### src/hdl/pwb_pkg.sv
package pwb_pkg;

  // Input action codes
  localparam logic [1:0] ACT_READ  = 2'd0;
  localparam logic [1:0] ACT_WRITE = 2'd1;
  localparam logic [1:0] ACT_FILL  = 2'd2;
  localparam logic [1:0] ACT_FLUSH = 2'd3;

  // Result kind codes
  localparam logic [1:0] KIND_READ   = 2'd0;
  localparam logic [1:0] KIND_HEADER = 2'd1;
  localparam logic [1:0] KIND_BYTE   = 2'd2;
  localparam logic [1:0] KIND_NONE   = 2'd3;

  // Dirty flags are packed into words of this many pages
  localparam int WORD_W     = 32;
  localparam int WORD_BIT_W = 5;

  // Bus address of the device after reset
  localparam logic [6:0] TARGET_RESET = 7'd80;

endpackage

### src/hdl/pwb_ctrl.sv
module pwb_ctrl #(
  parameter int STORE_BYTES = 4096,
  parameter int PG_BYTES    = 32,
  parameter int EFF_PAGES   = 128,
  parameter int NW          = 4,
  parameter int AW_D        = 12,
  parameter int WI_W        = 2
) (
  input  logic                      clk,
  input  logic                      rst_n,
  // input channel
  input  logic                      in_valid,
  output logic                      in_stall,
  input  logic [1:0]                in_action,
  input  logic [15:0]               in_byte_address,
  input  logic [7:0]                in_write_data,
  // result channel
  output logic                      out_valid,
  input  logic                      out_stall,
  output logic [1:0]                out_kind,
  output logic [7:0]                out_value,
  output logic [15:0]               out_page_start,
  output logic [6:0]                out_bus_target,
  output logic                      out_last,
  output logic                      out_more_dirty,
  // configuration
  input  logic                      cfg_valid,
  output logic                      cfg_ready,
  input  logic [6:0]                cfg_target_address,
  // byte store
  output logic                      st_we,
  output logic [AW_D-1:0]           st_waddr,
  output logic [7:0]                st_wdata,
  output logic                      st_re,
  output logic [AW_D-1:0]           st_raddr,
  input  logic [7:0]                st_rdata,
  // dirty flag words
  output logic                      dt_we,
  output logic [WI_W-1:0]           dt_waddr,
  output logic [pwb_pkg::WORD_W-1:0] dt_wdata,
  output logic                      dt_re,
  output logic [WI_W-1:0]           dt_raddr,
  input  logic [pwb_pkg::WORD_W-1:0] dt_rdata
);

  import pwb_pkg::*;

  localparam int IX_W  = (PG_BYTES > 1) ? $clog2(PG_BYTES) : 1;
  localparam int CNT_W = $clog2(EFF_PAGES + 1);
  localparam int PG_W  = WI_W + WORD_BIT_W;
  // addr / PG_BYTES as a multiply by a rounded-up reciprocal, exact for 16-bit addresses
  localparam int DIV_S = 22;
  localparam longint DIV_M = ((64'd1 << DIV_S) + PG_BYTES - 1) / PG_BYTES;

  typedef enum logic [3:0] {
    ST_CLEAR, ST_IDLE, ST_RD_OUT, ST_WR_CMP, ST_WR_SET, ST_ND_OUT,
    ST_SCAN_RD, ST_SCAN_CHK, ST_HDR, ST_BYTE_RD, ST_BYTE_OUT
  } state_t;

  state_t              state_r;
  logic [AW_D-1:0]     clr_cnt_r;
  logic                is_write_r;
  logic [15:0]         addr_r;
  logic [7:0]          data_r;
  logic [15:0]         page_r;
  logic                in_rng_r;
  logic [CNT_W-1:0]    cnt_r;
  logic [WI_W-1:0]     lo_r;
  logic [WI_W-1:0]     scan_w_r;
  logic [15:0]         start_r;
  logic                more_r;
  logic [IX_W-1:0]     idx_r;
  logic                byte_rng_r;
  logic [6:0]          target_r;

  logic                out_valid_r;
  logic [1:0]          out_kind_r;
  logic [7:0]          out_value_r;
  logic [15:0]         out_page_start_r;
  logic [6:0]          out_bus_target_r;
  logic                out_last_r;
  logic                out_more_r;

  logic                accept;
  logic                out_free;
  logic                clearing;
  logic [38:0]         div_prod;
  logic                wr_change;
  logic                set_need;
  logic [WORD_BIT_W-1:0] set_bit;
  logic [WI_W-1:0]     set_word;
  logic                flag_hit;
  logic [WORD_BIT_W-1:0] low_pos;
  logic                found;
  logic [PG_W-1:0]     found_page;
  logic [21:0]         found_start;
  logic [16:0]         byte_addr;
  logic                fin;

  assign accept   = in_valid && !in_stall;
  assign in_stall = (state_r != ST_IDLE);
  assign out_free = !out_valid_r || !out_stall;
  assign clearing = (state_r == ST_CLEAR);
  assign cfg_ready = 1'b1;

  // page number of the incoming address
  assign div_prod = 39'(in_byte_address) * 39'(DIV_M);

  // write path: byte changed, and its page flag must be set
  assign wr_change = in_rng_r && (st_rdata != data_r);
  assign set_need  = (state_r == ST_WR_CMP) && wr_change && is_write_r &&
                     ({1'b0, page_r} < 17'(EFF_PAGES));
  assign set_bit   = page_r[WORD_BIT_W-1:0];
  assign set_word  = page_r[PG_W-1:WORD_BIT_W];
  assign flag_hit  = dt_rdata[set_bit];

  // lowest set flag in the scanned word
  always_comb begin
    low_pos = '0;
    for (int i = WORD_W - 1; i >= 0; i--) begin
      if (dt_rdata[i]) low_pos = WORD_BIT_W'(i);
    end
  end

  assign found       = |dt_rdata;
  assign found_page  = {scan_w_r, low_pos};
  assign found_start = 22'(found_page) * 22'(PG_BYTES);
  assign byte_addr   = {1'b0, start_r} + 17'(idx_r);
  assign fin         = (idx_r == IX_W'(PG_BYTES - 1));

  // byte store ports
  always_comb begin
    st_we    = clearing || ((state_r == ST_WR_CMP) && wr_change);
    st_waddr = clearing ? clr_cnt_r : addr_r[AW_D-1:0];
    st_wdata = clearing ? 8'd0 : data_r;
    st_re    = accept || (state_r == ST_BYTE_RD);
    st_raddr = (state_r == ST_BYTE_RD) ? byte_addr[AW_D-1:0] : in_byte_address[AW_D-1:0];
  end

  // dirty word ports
  always_comb begin
    dt_we    = 1'b0;
    dt_waddr = scan_w_r;
    dt_wdata = '0;
    case (state_r)
      ST_CLEAR: begin
        dt_we    = ({1'b0, clr_cnt_r} < (AW_D + 1)'(NW));
        dt_waddr = clr_cnt_r[WI_W-1:0];
      end
      ST_WR_SET: begin
        dt_we    = !flag_hit;
        dt_waddr = set_word;
        dt_wdata = dt_rdata | (WORD_W'(1) << set_bit);
      end
      ST_SCAN_CHK: begin
        dt_we    = found;
        dt_waddr = scan_w_r;
        dt_wdata = dt_rdata & ~(WORD_W'(1) << low_pos);
      end
      default: begin
        dt_we = 1'b0;
      end
    endcase
    dt_re    = set_need || (state_r == ST_SCAN_RD);
    dt_raddr = (state_r == ST_SCAN_RD) ? scan_w_r : set_word;
  end

  // sequencer, bookkeeping and result register
  always_ff @(posedge clk) begin
    if (!rst_n) begin
      state_r     <= ST_CLEAR;
      clr_cnt_r   <= '0;
      cnt_r       <= '0;
      lo_r        <= '0;
      target_r    <= TARGET_RESET;
      out_valid_r <= 1'b0;
    end else begin
      if (cfg_valid) begin
        target_r <= cfg_target_address;
      end
      if (!out_stall) begin
        out_valid_r <= 1'b0;
      end

      case (state_r)
        ST_CLEAR: begin
          clr_cnt_r <= clr_cnt_r + 1'b1;
          if (clr_cnt_r == AW_D'(STORE_BYTES - 1)) begin
            state_r <= ST_IDLE;
          end
        end

        ST_IDLE: begin
          if (accept) begin
            addr_r     <= in_byte_address;
            data_r     <= in_write_data;
            page_r     <= div_prod[DIV_S+15:DIV_S];
            in_rng_r   <= ({1'b0, in_byte_address} < 17'(STORE_BYTES));
            is_write_r <= (in_action == ACT_WRITE);
            scan_w_r   <= lo_r;
            case (in_action)
              ACT_READ:  state_r <= ST_RD_OUT;
              ACT_WRITE,
              ACT_FILL:  state_r <= ST_WR_CMP;
              ACT_FLUSH: state_r <= (cnt_r == '0) ? ST_ND_OUT : ST_SCAN_RD;
              default:   state_r <= ST_IDLE;
            endcase
          end
        end

        ST_RD_OUT: begin
          if (out_free) begin
            out_valid_r      <= 1'b1;
            out_kind_r       <= KIND_READ;
            out_value_r      <= in_rng_r ? st_rdata : 8'd0;
            out_page_start_r <= '0;
            out_bus_target_r <= '0;
            out_last_r       <= 1'b1;
            out_more_r       <= 1'b0;
            state_r          <= ST_IDLE;
          end
        end

        ST_WR_CMP: begin
          state_r <= set_need ? ST_WR_SET : ST_IDLE;
        end

        ST_WR_SET: begin
          if (!flag_hit) begin
            cnt_r <= cnt_r + 1'b1;
            if (set_word < lo_r) lo_r <= set_word;
          end
          state_r <= ST_IDLE;
        end

        ST_ND_OUT: begin
          if (out_free) begin
            out_valid_r      <= 1'b1;
            out_kind_r       <= KIND_NONE;
            out_value_r      <= '0;
            out_page_start_r <= '0;
            out_bus_target_r <= '0;
            out_last_r       <= 1'b1;
            out_more_r       <= 1'b0;
            state_r          <= ST_IDLE;
          end
        end

        ST_SCAN_RD: begin
          state_r <= ST_SCAN_CHK;
        end

        ST_SCAN_CHK: begin
          if (found) begin
            cnt_r   <= cnt_r - 1'b1;
            more_r  <= (cnt_r > CNT_W'(1));
            lo_r    <= scan_w_r;
            start_r <= found_start[15:0];
            state_r <= ST_HDR;
          end else begin
            scan_w_r <= scan_w_r + 1'b1;
            state_r  <= ST_SCAN_RD;
          end
        end

        ST_HDR: begin
          if (out_free) begin
            out_valid_r      <= 1'b1;
            out_kind_r       <= KIND_HEADER;
            out_value_r      <= '0;
            out_page_start_r <= start_r;
            out_bus_target_r <= target_r;
            out_last_r       <= 1'b0;
            out_more_r       <= 1'b0;
            idx_r            <= '0;
            state_r          <= ST_BYTE_RD;
          end
        end

        ST_BYTE_RD: begin
          byte_rng_r <= (byte_addr < 17'(STORE_BYTES));
          state_r    <= ST_BYTE_OUT;
        end

        ST_BYTE_OUT: begin
          if (out_free) begin
            out_valid_r      <= 1'b1;
            out_kind_r       <= KIND_BYTE;
            out_value_r      <= byte_rng_r ? st_rdata : 8'd0;
            out_page_start_r <= start_r;
            out_bus_target_r <= target_r;
            out_last_r       <= fin;
            out_more_r       <= fin && more_r;
            idx_r            <= idx_r + 1'b1;
            state_r          <= fin ? ST_IDLE : ST_BYTE_RD;
          end
        end

        default: begin
          state_r <= ST_IDLE;
        end
      endcase
    end
  end

  assign out_valid      = out_valid_r;
  assign out_kind       = out_kind_r;
  assign out_value      = out_value_r;
  assign out_page_start = out_page_start_r;
  assign out_bus_target = out_bus_target_r;
  assign out_last       = out_last_r;
  assign out_more_dirty = out_more_r;

endmodule

### config.mk
export PLATFORM = sky130hd
export DESIGN_NAME = pwb_ctrl
export DESIGN_NICKNAME = d
export VERILOG_FILES = /design/src/hdl/pwb_pkg.sv /design/src/hdl/pwb_ctrl.sv
export SDC_FILE = /design/constraint.sdc
export NUM_CORES = 1
export LEC_CHECK = 0
export ABC_AREA = 1
export BUFFER_PORTS_ARGS = -buffer_cell sky130_fd_sc_hd__clkbuf_2
export CAP_MARGIN = 15
export CORE_MARGIN = 2
export CORE_UTILIZATION = 48
export DETAILED_ROUTE_END_ITERATION = 10
export GPL_ROUTABILITY_DRIVEN = 1
export MAX_ROUTING_LAYER = met4
export PLACE_DENSITY = 0.78
export SLEW_MARGIN = 10
export SYNTH_ARGS = -nofsm -noshare
export SYNTH_HDL_FRONTEND = slang
export SYNTH_SLANG_ARGS = --single-unit
export TNS_END_PERCENT = 20
### constraint.sdc
create_clock -name clk -period 3.1 [get_ports clk]
set_clock_uncertainty 0.2 [all_clocks]
set_input_delay 0.155 -clock clk [delete_from_list [all_inputs] [get_ports clk]]
set_output_delay 0.155 -clock clk [all_outputs]
set_load 0.02 [all_outputs]
; ---- Word level (Yosys, flattened, before mapping)
; Cells that the tools add are included.
[word_totals]
regBits = 118
out_inout_bits = 110
inputBits = 78
wordCells = 207
[classes]
shifts = 2
addsub = 6
magnitude_cmp = 7
eq_ne = 31
muxes = 91
bitwise_logic = 3
reduce_logical = 45
[ops]
columns = operator, count
row1 = 2-to-1 mux 5 bit, 34
row2 = 2-to-1 mux 8 bit, 8
row3 = one-hot mux 32 bit (2 select lines), 1
row4 = "<< shifter 1 x 5 -> 32 bit, first input constant", 2
row5 = one-hot mux 4 bit (9 select lines), 1
row6 = bitwise AND 32 bit, 1
row7 = 2-to-1 mux 16 bit, 2
row8 = inverter 32 bit, 1
row9 = bitwise OR 32 bit, 1
row10 = one-hot mux 16 bit (2 select lines), 1
row11 = OR reduction 32 bit, 1
row12 = 2-to-1 mux 4 bit, 7
row13 = 2-to-1 mux 12 bit, 2
row14 = one-hot mux 8 bit (3 select lines), 1
row15 = 2-to-1 mux 2 bit, 11
row16 = AND reduction 4 bit, 5
row17 = "!= test 2 bit, second input constant", 9
row18 = "== test 4 x 3 -> 1 bit, second input constant", 4
row19 = "less-than comparator 16 x 13 -> 1 bit, second input constant", 1
row20 = one-hot mux 8 bit (2 select lines), 1
row21 = AND reduction 5 bit, 3
row22 = 2-to-1 mux 7 bit, 2
row23 = one-hot mux 7 bit (2 select lines), 1
row24 = adder 12 x 5 -> 13 bit, 1
row25 = other kinds (45), 84

; ---- Depth between registers and ports, before layout
; Gate-level depths: netlist (run 1).
[depth]
word_depth = 36
mapped_depth = 36

; ---- Least setup slack after synthesis (run 1)
; OpenSTA, ideal clock, no wires.
[synth_path]
path_kind = register to register
from = reg state_r[0]
to = reg addr_r[0] (enable)
stages_incl_launch_ff = 7
setup_slack_ns = -0.337
period_less_slack_ns = 3.437
arrival_time_ns = 2.795
t_required_ns = 2.459
path_cell_list = dfxtp_1 inv_1 nor2_1 inv_1 nor2_1 clkinv_1 nor3_1
[synth_between]
elab_chain_len = 4
word_cells_on_any_way = 5
[synth_lines]
columns = item, line_no
row1 = start: declaration, pwb_ctrl.sv:60  ; state_t state_r;
row2 = start signal: assignment, pwb_ctrl.sv:205  ; ACT_FLUSH: state_r <= (cnt_r == '0) ? ST_ND_OUT : ST_SCAN_RD;
row3 = start signal: assignment, pwb_ctrl.sv:225  ; state_r <= set_need ? ST_WR_SET : ST_IDLE;
row4 = start signal: assignment, pwb_ctrl.sv:295  ; state_r <= fin ? ST_IDLE : ST_BYTE_RD;
row5 = != test 4 x 1 -> 1 bit, pwb_ctrl.sv:101  ; assign in_stall = (state_r != ST_IDLE);
row6 = via in_stall, pwb_ctrl.sv:13  ; output logic in_stall,
row7 = zero test 1 bit, pwb_ctrl.sv:100  ; assign accept = in_valid && !in_stall;
row8 = logical AND 1 bit, pwb_ctrl.sv:100
row9 = AND reduction 3 bit (no line), --
row10 = end signal: assignment, pwb_ctrl.sv:195  ; addr_r <= in_byte_address;
row11 = end: declaration, pwb_ctrl.sv:63  ; logic [15:0] addr_r;
; The timed path passes the listed nets, and every way through them passes these cells.
; A chain may end at the register's enable or synchronous reset.

==> results.ini, run 1 <==
[run_status]
status=finished clean

[final_layout]
nFillCells=1121
drive_above_1_share=0.227
synthToLayoutAreaGrowth_pct=33.1
final_nets=1223
diodes=0
final_cells=1315

[run]
drv_cap=0

[floorplan]
die_w_um=120
ioPinCount=188
initial_utilization=0.489
dieArea_um2=14400
fp.dieH_um=120
rows=42
core_area_um2=13200

[pwr]
pwr-share-seq=0.441
ir_worst_vdd_mv=0.292
p_comb_frac=0.236
power_frac_clock=0.323
power_switching_share=0.320
internal-power_w=0.00232
p_sw_w=0.00109
power.density_nw_per_um2=397
leakagePower_nw=3.94

[synth]
synth_top_area_frac=0.312
synth_cell_types=43
synth.avg_cell_area_um2=7.22
yosys-top-cells-count=184 x nand2_1, 129 x inv_1, 113 x nor2_1
synth_enable_flop_cells=67
netlist_instances=893
synth_top_cells_by_area=edfxtp_1 31%, nand2_1 11%, dfxtp_1 11%
synthFlopType=edfxtp_1
yosysTopAreaCell=edfxtp_1
ys_seq_area_frac=0.417
post-synth-top-count-cell=nand2_1
syn_area_um2=6450
synth-seq-cells=101
yosysWarnings=0
async_reset_ff_frac=0

[timing]
setup_viol=0
fmax_ghz=0.339
finalWorstSetupSlack_ps=150
finalMaxSlewViolations=0
rsz0062_at_grt=true
min_period_ps=2950
worst_pin_slew_ps=1040
slew_headroom=0.303
finalHoldViolCount=0
period_share=0.952

[routing]
wirelength_mm=21.9
drc=0
ant_nets=0
wl_per_cell_um=16.7
dr.first_iter.drc_count=873
drt-pass1-iter-count=6
vias=7292
viasPerCell=5.55

[placed_design]
place_inst=1245
post-place-ws_ps=201
gp_congestion=1.12
port_buffers=177
dp_hpwl_mm=15.8

[clock_tree]
clkLatencyLatePin_ps=350
clkSinkCount=101
clockBufferDepth=2
clk_pin_slew_worst_paths_ps=70
cts_max_level=3
tritoncts.num_buffers=9
cts_tree=yes
cts-root-buf=clkbuf_16

[grt]
use_met1=0.393
grt_usage=0.308
overflow=0
grt_start_max_net_pins=27
met3_usage=0.0566
grt_pass1_wl_mm=34.1
grt-busiest-layer=met2
grt_pass1_vias=6736
antenna_found_initial=0
grt_use_met2=0.481

[min_path]
hp-class=input port to flip-flop

[worst_setup_path]
worstSetupEndpointType=output port
critPathKind=flip-flop to output port
worstPathRequired_ps=2740
cp_max_fo=9
worstPathArrival_ps=2590
r2r_slack_ps=370
startpoint_type=flip-flop

[path summary, 6_finish.rpt]
path / depth (start not counted) / to / startpoint
max: 11 / dt_we / addr_r[5]$_DFFE_PP_
min: 3 / target_r[5]$_SDFFE_PN0P_ / cfg_valid
min reg2reg: 2 / cnt_r[7]$_SDFFE_PN0P_ / cnt_r[7]$_SDFFE_PN0P_
max reg2reg: 12 / lo_r[0]$_SDFFE_PN0P_ / addr_r[5]$_DFFE_PP_
[logic make-up (layout without fill, tap and decap cells)]
| group | after synthesis | in the layout | synth area share |
|---|---|---|---|
| other cells | 2 | 10 | 0.00116 |
| buf+inv | 179 | 417 | 0.111 |
| xor+xnor | 8 | 8 | 0.0109 |
| simple gates | 405 | 405 | 0.270 |
| compound gates | 187 | 187 | 0.169 |
| flops | 101 | 101 | 0.417 |
| fa+ha+maj | 11 | 11 | 0.0213 |
[per-layer routing]
| layer | part of all wire | wire, um | up-vias |
|---|---|---|---|
| li1 | - | - | 3452 |
| met1 | 0.41 | 8920 | 3339 |
| met2 | 0.46 | 10000 | 429 |
| met3 | 0.099 | 2180 | 72 |
| met4 | 0.036 | 779 | 0 |
| met5 | 0 | 0 | - |
[power groups by stage]
stage | clock network [W] | logic (W) | registers [W]
2_1_floorplan | 0 | 0.000438 | 0.00153
3_3_place_gp | 0 | 0.000717 | 0.00153
3_5_place_dp | 0 | 0.000718 | 0.00153
4_1_cts | 0.00112 | 0.000773 | 0.00150
5_1_grt | 0.00117 | 0.000868 | 0.00150
6_report | 0.00110 | 0.000804 | 0.00150
[metrics by stage]
stage / hold WS, ps / total power (W) / cell area [um2] / TNS, ps / util
4_1_cts: 3.37 / 0.00339 / 8460 / 0 / 0.641
5_1_grt: 57.0 / 0.00354 / 8590 / -1670 / 0.651
2_1_floorplan: 53.9 / 0.00196 / 6480 / 0 / -
3_3_place_gp: 133 / 0.00224 / 7670 / 0 / 0.581
6_report: 26.9 / 0.00341 / 8590 / 0 / 0.651
3_5_place_dp: 134 / 0.00225 / 7670 / 0 / 0.581
[sequential cells by signal, indices dropped and copies added, names as in the netlist]
register / count
out_valid: 1
start_r: 7
addr_r: 11
out_bus_target: 7
cnt_r: 8
data_r: 8
out_value: 8
out_more_dirty: 1
state_r: 4
target_r: 7
scan_w_r: 2
out_kind: 2
page_r: 5
more_r: 1
lo_r: 2
is_write_r: 1
out_page_start: 7
in_rng_r: 1
idx_r: 5
out_last: 1
clr_cnt_r: 12
[worst max-delay path, stage by stage, from the launching register on]
cell and delay (ps):
edfxtp_1 500, nand2_1 370, o22ai_1 130, a21oi_1 160, o211ai_1 130, o311ai_1 130, nand3_1 150, nand3_1 140
nand2_1 90, buf_4 160, nand2_1 90, clkbuf_2 180
[layout by cell type (no fill, tap or decap), types with 6 or more instances in the layout]
cell / synthesis / layout
clkbuf_16: 0 / 9
o211ai_1: 16 / 16
edfxtp_1: 67 / 67
dfxtp_1: 34 / 34
conb_1: 2 / 10
o21ai_1: 13 / 13
nor3_1: 20 / 18
a211oi_1: 6 / 6
xor2_1: 6 / 6
clkbuf_2: 0 / 160
nor4_1: 12 / 12
a31oi_1: 7 / 7
o21bai_1: 7 / 7
ha_1: 11 / 11
buf_2: 4 / 9
nand4_1: 12 / 12
clkinv_1: 6 / 6
a21oi_1: 37 / 37
inv_1: 129 / 126
o21ai_0: 75 / 75
inv_2: 5 / 6
nand2_1: 184 / 180
o22ai_1: 11 / 11
nand3_1: 52 / 48
dlygate4sd3_1: 0 / 50
buf_4: 10 / 33
nor2_1: 113 / 111
[area by class of cell]
cell class,instances,area [um2],area share
Clock buffer,9,225,0.0262
Clock inverter,7,65.1,0.00758
Inverter,140,533,0.0621
Multi-Input combinational cell,621,3130,0.364
Sequential cell,101,2690,0.314
Tap cell,176,220,0.0256
Timing Repair Buffer,261,1720,0.200
[timing repair]
| item | 4_1_cts | 5_1_grt |
|---|---|---|
| hold buffers | 50 | 0 |
| endpoints found under the hold margin | 42 | 0 |
| buffers inserted | 0 | 4 |
| resized for setup | 0 | 48 |
| setup endpoints to repair | 0 | 32 |
Note: power is estimated with default switching activity, not from simulation.
==> run 2, diff against run 1 <==
ABC_AREA = default   (was 1)
==> run 2 against run 1 <==
Against the previous run: combinational power shrank 62%; sequential share of layout area is 1.4 points higher; synthesized cell count fell by 25%; largest cell class unchanged; highest routed layer unchanged.
==> results.ini, run 2 <==
[synth]
synth-seq-cells=101  ; unchanged
synth_top_area_frac=0.319  ; +0.00693
yosysTopAreaCell=edfxtp_1
ys_seq_area_frac=0.427  ; +0.00927
synth-simple-area-share=0.239  ; -0.0313
synth_top_cells_by_area=edfxtp_1 32%, dfxtp_1 11%, nand2_1 4.1%
async_reset_ff_frac=0  ; unchanged
synth_compound_area_frac=0.155  ; -0.0135
synth_enable_flop_cells=67  ; unchanged
synth_cell_types=69  ; +60%
synth_xor_area_frac=0.0305  ; +0.0197
synthFlopType=edfxtp_1
syn_area_um2=6310  ; -2.2%
netlist_instances=671  ; -25%
post-synth-top-count-cell=nand2_1
synthAdderAreaFrac=0.0218  ; +0.000474
yosys-top-cells-count=69 x nand2_1, 67 x edfxtp_1, 61 x nor2_1
synth_mux_area_frac=0.0829  ; +0.0829
synth_top_family_by_area=simple AND/OR/NAND/NOR gates
yosysWarnings=0  ; unchanged
synth.avg_cell_area_um2=9.40  ; +30%

[routing]
drc=0  ; unchanged
viasPerCell=5.80  ; +4.6%
vias=6249  ; -14%
ant_nets=0  ; unchanged
wirelength_mm=19.5  ; -11%
wl_per_cell_um=18.1  ; +8.8%
drt-pass1-iter-count=5  ; -1
dr.first_iter.drc_count=610  ; -30%

[worst_setup_path]
critPathKind=flip-flop to output port
worstPathRequired_ps=2740  ; about the same
slowest_delay_ps=390  ; -110 ps
cp_cell_sequence=or2_2 > nor2_1 > nand2_1 > nand2_2 > nand2_1 > o21ai_0 > clkbuf_2
cpMostUsedCell=nand2_1
worstPathArrival_ps=2580  ; about the same
cp_slowest_cell=or2_2
cpLargestDelayFamily=simple AND/OR/NAND/NOR gates
cp_max_fo=12  ; +3
startpoint_type=flip-flop
critPathBufInv=1  ; -1
worstSetupEndpointType=output port

[timing]
slew_headroom=0.281  ; -0.0212
rsz0062_at_grt=false
fmax_ghz=0.341  ; +0.48%
finalSetupTns_ps=0  ; unchanged
finalMaxSlewViolations=0  ; unchanged
finalHoldViolCount=0  ; unchanged
setup_viol=0  ; unchanged
worst_pin_slew_ps=1070  ; +35.8 ps
finalWorstSetupSlack_ps=164  ; +14.1 ps
min_period_ps=2940  ; -14.1 ps
period_share=0.947  ; -0.00456

[min_path]
hp-class=input port to flip-flop

[grt]
antenna_found_initial=1  ; +1
grt_usage=0.278  ; -0.0299
grt_pass1_vias=5861  ; -13%
grt_start_max_net_pins=42  ; +56%
overflow=0  ; unchanged
grt_pass1_wl_mm=30.3  ; -11%

[run_status]
status=finished clean

[floorplan]
dieArea_um2=14100  ; -2.1%
core_area_um2=12700  ; -3.5%
rows=41  ; -2.4%
ioPinCount=188  ; unchanged
die_w_um=119  ; -1.1%
initial_utilization=0.496  ; +0.00697
fp.dieH_um=119  ; -1.1%

[final_layout]
largest-register=clr_cnt_r
final_cell_mix=177 x clkbuf_2, 68 x nand2_1, 67 x edfxtp_1
multi_input_area_um2=3390  ; +8.2%
final_common_cell=clkbuf_2
postLayoutCellArea_um2=8220  ; -4.3%
largest_register_ffs=12  ; unchanged
top_regs=clr_cnt_r: 12 flops, addr_r: 11 flops
seq_area_um2=2690  ; unchanged
drive_above_1_share=0.293  ; +0.0666
nFillCells=1042  ; -7.0%
final_nets=988  ; -19%
synthToLayoutAreaGrowth_pct=30.2

[pwr]
power.density_nw_per_um2=351  ; -12%
ir_worst_vdd_mv=0.255  ; -13%
leakagePower_nw=3.49  ; -11%
total_power_w=0.00288  ; -15%

[placed_design]
port_buffers=177  ; unchanged
post-place-ws_ps=234  ; +33.0 ps
place_area_um2=7490  ; -2.3%
dp_hpwl_mm=14.2  ; -10%
gp_congestion=1.02  ; -9.1%

[clock_tree]
clkLatencyLatePin_ps=350  ; about the same
cts_max_level=3  ; unchanged
cts_tree=yes
clockBufferDepth=2  ; unchanged
clk_pin_slew_worst_paths_ps=70  ; about the same
tritoncts.num_buffers=9  ; unchanged
clkSinkCount=101  ; unchanged
cts-root-buf=clkbuf_16

[run]
drv_cap=0  ; unchanged

[run 2: changes by cell type after synthesis, sizes merged, moves of 17 or more]
cell | before | now
and2 | 0 | 32
nand3 | 53 | 10
inv | 134 | 16
nor2 | 117 | 62
o21ai | 88 | 19
nand2 | 188 | 69
xnor2 | 2 | 19
mux2 | 0 | 20
and3 | 0 | 27
[run 2: path summary, 6_finish.rpt]
path | cells past startpoint | startpoint | slack [ps] | endpoint
max | 7 | state_r[1]$_SDFFE_PN0P_ | 160 | dt_wdata[9]
min | 3 | cfg_valid | 30 | target_r[6]$_SDFFE_PN1P_
max reg2reg | 9 | addr_r[6]$_DFFE_PP_ | 220 | cnt_r[3]$_SDFFE_PN0P_
min reg2reg | 2 | target_r[6]$_SDFFE_PN1P_ | 270 | target_r[6]$_SDFFE_PN1P_
[run 2: area by class of cell]
class | count | area share
clock buffer | 9 | 0.0274
clock inverter | 7 | 0.00898
sequential | 101 | 0.328
antenna | 1 | 0.000305
multi-input combinational | 518 | 0.412
timing repair buffer | 253 | 0.190
tap | 172 | 0.0262
inverter | 16 | 0.00731
[run 2: per-layer routing]
metal / routed length, um / vias to the layer above / GRT usage
met5: 0 / - / -
met3: 1250 / 55 / 0.0338
met2: 9560 / 322 / 0.454
met1: 8120 / 2937 / 0.351
li1: - / 2935 / -
met4: 599 / 0 / 0.117
[run 2: stage by stage]
step,instances,hold slack [ps],utilization
2_1_floorplan,679,53.9,-
3_3_place_gp,1018,132,0.589
3_5_place_dp,1018,134,0.589
4_1_cts,1076,20.0,0.645
5_1_grt,1077,50.8,0.646
6_report,1077,30.4,0.646
[run 2: kinds of logic (layout without fill, tap and decap cells)]
logic type | count (synthesis) | in the layout
other | 2 | 11
buffers and inverters | 60 | 285
AND/OR/NAND/NOR | 291 | 291
flip-flops | 101 | 101
XOR/XNOR | 22 | 22
adder cells (fa/ha/maj) | 11 | 11
multiplexers | 41 | 41
AO/OA/AOI/OAI | 143 | 143
[run 2: repair_timing]
action / in CTS / in global routing
setup endpoints to repair: 0 / 3
hold endpoints to repair: 44 / 0
hold buffers: 42 / 0
buffers inserted: 0 / 0
resized for setup: 0 / 2
[run 2: worst register-to-register path, cell delays in order (launching register included)]
cell       delay, ps
edfxtp_1         550
buf_4            260
mux4_2           520
mux2i_1          150
o2111ai_1        140
a21oi_2          250
nor2_4           110
buf_4            160
or3_1            340
a21boi_1         140
[run 2: power by group]
group	internal (W)	switching, W	total, W
clock network	0.000630	0.000501	0.00113
registers	0.00143	0.00000821	0.00144
logic	0.000140	0.000168	0.000309
total	0.00220	0.000678	0.00288
==> run 3, diff against run 2 <==
CORE_UTILIZATION = 57   (was 48)
CTS_CLUSTER_DIAMETER = 40   (was default)
PLACE_DENSITY = 0.87   (was 0.78)
clock period = 3.77 ns   (was 3.1 ns; I/O delays follow)
==> run 3 against run 2 <==
Against the previous run: setup slack better by 110 ps; flip-flop and latch count is the same; first-iteration DRC count up 5.7%; die area decreased by 15%.
==> results.ini, run 3 (synthesis gave the netlist of run 2 again) <==
[run_status]
status=finished clean

[clock_tree]
clkLatencyLatePin_ps=390  ; +40 ps
tritoncts.num_buffers=9  ; unchanged
clk_pin_slew_worst_paths_ps=110  ; +40 ps
clkSinkCount=101  ; unchanged
cts_tree=yes
postCtsSetupBuffers=0  ; unchanged
cts-root-buf=clkbuf_8
cts_max_level=3  ; unchanged
clockBufferDepth=2  ; unchanged

[routing]
viasPerCell=6.23  ; +7.4%
drc=0  ; unchanged
wl_per_cell_um=20.1  ; +11%
ant_nets=0  ; unchanged
dr.first_iter.drc_count=645  ; +5.7%
drt-pass1-iter-count=5  ; unchanged
wirelength_mm=20.6  ; +5.4%
vias=6384  ; +2.2%

[timing]
whs_ps=25.5  ; -4.86 ps
slew_headroom=0.463  ; +0.181
worst_pin_slew_ps=806  ; -268 ps
fmax_ghz=0.286
min_period_ps=3500
setup_viol=0  ; unchanged
period_share=0.927
rsz0062_at_grt=false
finalMaxSlewViolations=0  ; unchanged
finalWorstSetupSlack_ps=274  ; +110 ps
finalHoldViolCount=0  ; unchanged
finalSetupTns_ps=0  ; unchanged

[placed_design]
dp_hpwl_mm=14.9  ; +5.4%
post-place-ws_ps=661  ; +427 ps
place_area_um2=7280  ; -2.7%
gp_congestion=1.02  ; +0.29%
port_buffers=177  ; unchanged
place_inst=964  ; -5.3%

[grt]
grt_start_max_net_pins=36  ; -14%
grt_pass1_vias=6288  ; +7.3%
antenna_found_initial=0  ; -1
grt_usage=0.355  ; +0.0763
grt_pass1_wl_mm=31.6  ; +4.0%
overflow=0  ; unchanged

[worst_setup_path]
r2r_slack_ps=590  ; +370 ps
worstSetupEndpointType=output port
r2r_cells=7  ; -2
cp_cell_sequence=or2_2 > nor3b_2 > nand2_1 > nor2_1 > a21oi_1 > a211oi_1 > clkbuf_2
timing.rr.start=addr_r[6]$_DFFE_PP_
cp_slowest_cell=nor3b_2
worstPathArrival_ps=3110  ; +530 ps
worstPathRequired_ps=3380  ; +640 ps
slowest_delay_ps=580  ; +190 ps
critPathKind=flip-flop to output port
cp-endpoint=dt_wdata[11]
critPathBufInv=1  ; unchanged
cp_num_cells=7  ; unchanged
cpLargestDelayFamily=simple AND/OR/NAND/NOR gates
cp_max_fo=15  ; +3
startpoint_type=flip-flop
r2r_end=cnt_r[6]$_SDFFE_PN0P_
crit_start=state_r[1]$_SDFFE_PN0P_

[floorplan]
dieArea_um2=11900  ; -15%
initial_utilization=0.582  ; +0.0861
core_area_um2=10800  ; -15%
rows=38  ; -7.3%
ioPinCount=188  ; unchanged
die_w_um=109  ; -8.0%
fp.dieH_um=109  ; -8.0%

[pwr]
leakagePower_nw=3.33  ; -4.4%
ir_worst_vdd_mv=0.253  ; -1.1%
power.density_nw_per_um2=266  ; -24%

[final_layout]
final_cells=1024  ; -4.9%
final_cell_mix=177 x clkbuf_2, 69 x nand2_1, 67 x edfxtp_1
final_common_cell=clkbuf_2
synthToLayoutAreaGrowth_pct=25.2
postLayoutCellArea_um2=7900  ; -3.9%
largest-register=clr_cnt_r
top_regs=clr_cnt_r: 12 flops, addr_r: 11 flops
diodes=0  ; -1
final_nets=968  ; -2.0%
largest_register_ffs=12  ; unchanged
drive_above_1_share=0.274  ; -0.0194

[run]
drv_cap=0  ; unchanged

[min_path]
hp-class=input port to flip-flop
whs_path_depth=3  ; unchanged

==> run 3: area by class of cell <==
cell class / count / area [um2]
clock buffer: 10 / 128
clock inverter: 6 / 46.3
fill: 753 / 2940
inverter: 16 / 60.1
multi-input combinational: 518 / 3380
sequential: 101 / 2690
tap: 140 / 175
timing repair buffer: 233 / 1420
==> run 3: worst min-delay path by stage <==
stage                                to                from
2_1_floorplan       addr_r[0]$_DFFE_PP_  in_byte_address[0]
3_3_place_gp        data_r[6]$_DFFE_PP_    in_write_data[6]
3_5_place_dp        data_r[7]$_DFFE_PP_    in_write_data[7]
4_1_cts        target_r[6]$_SDFFE_PN1P_           cfg_valid
5_1_grt            is_write_r$_DFFE_PP_        in_action[1]
6_report       target_r[6]$_SDFFE_PN1P_           cfg_valid
==> run 3: metrics by stage <==
step,utilization,total power [W]
global placement,0.672,0.00142
CTS,0.729,0.00209
global route,0.729,0.00216
finish,0.729,0.00210
floorplan,-,0.00132
detailed placement,0.672,0.00142
==> run 3: routing by layer <==
metal	global-route usage	share of wire	vias to the layer above
li1	-	-	2891
met1	0.427	0.38	2975
met2	0.572	0.48	436
met3	0.0508	0.090	82
met4	0.202	0.042	0
met5	-	0	-
==> run 3: worst min-delay path: stages <==
cell      delay [ps]
clkbuf_2         240
mux2i_1          110
nand2_1           60
==> run 3: what timing repair did <==
item                                   4_1_cts  5_1_grt
hold buffers                                44        0
endpoints found under the hold margin       47        0
resized for setup                            0        0
==> run 3: where the power goes <==
group	switching [W]	total (W)	leakage [nW]	internal, W
Sequential	0.00000720	0.00118	0.897	0.00118
Combinational	0.000144	0.000256	2.35	0.000113
Clock	0.000413	0.000662	0.0910	0.000249
Total	0.000564	0.00210	3.33	0.00154
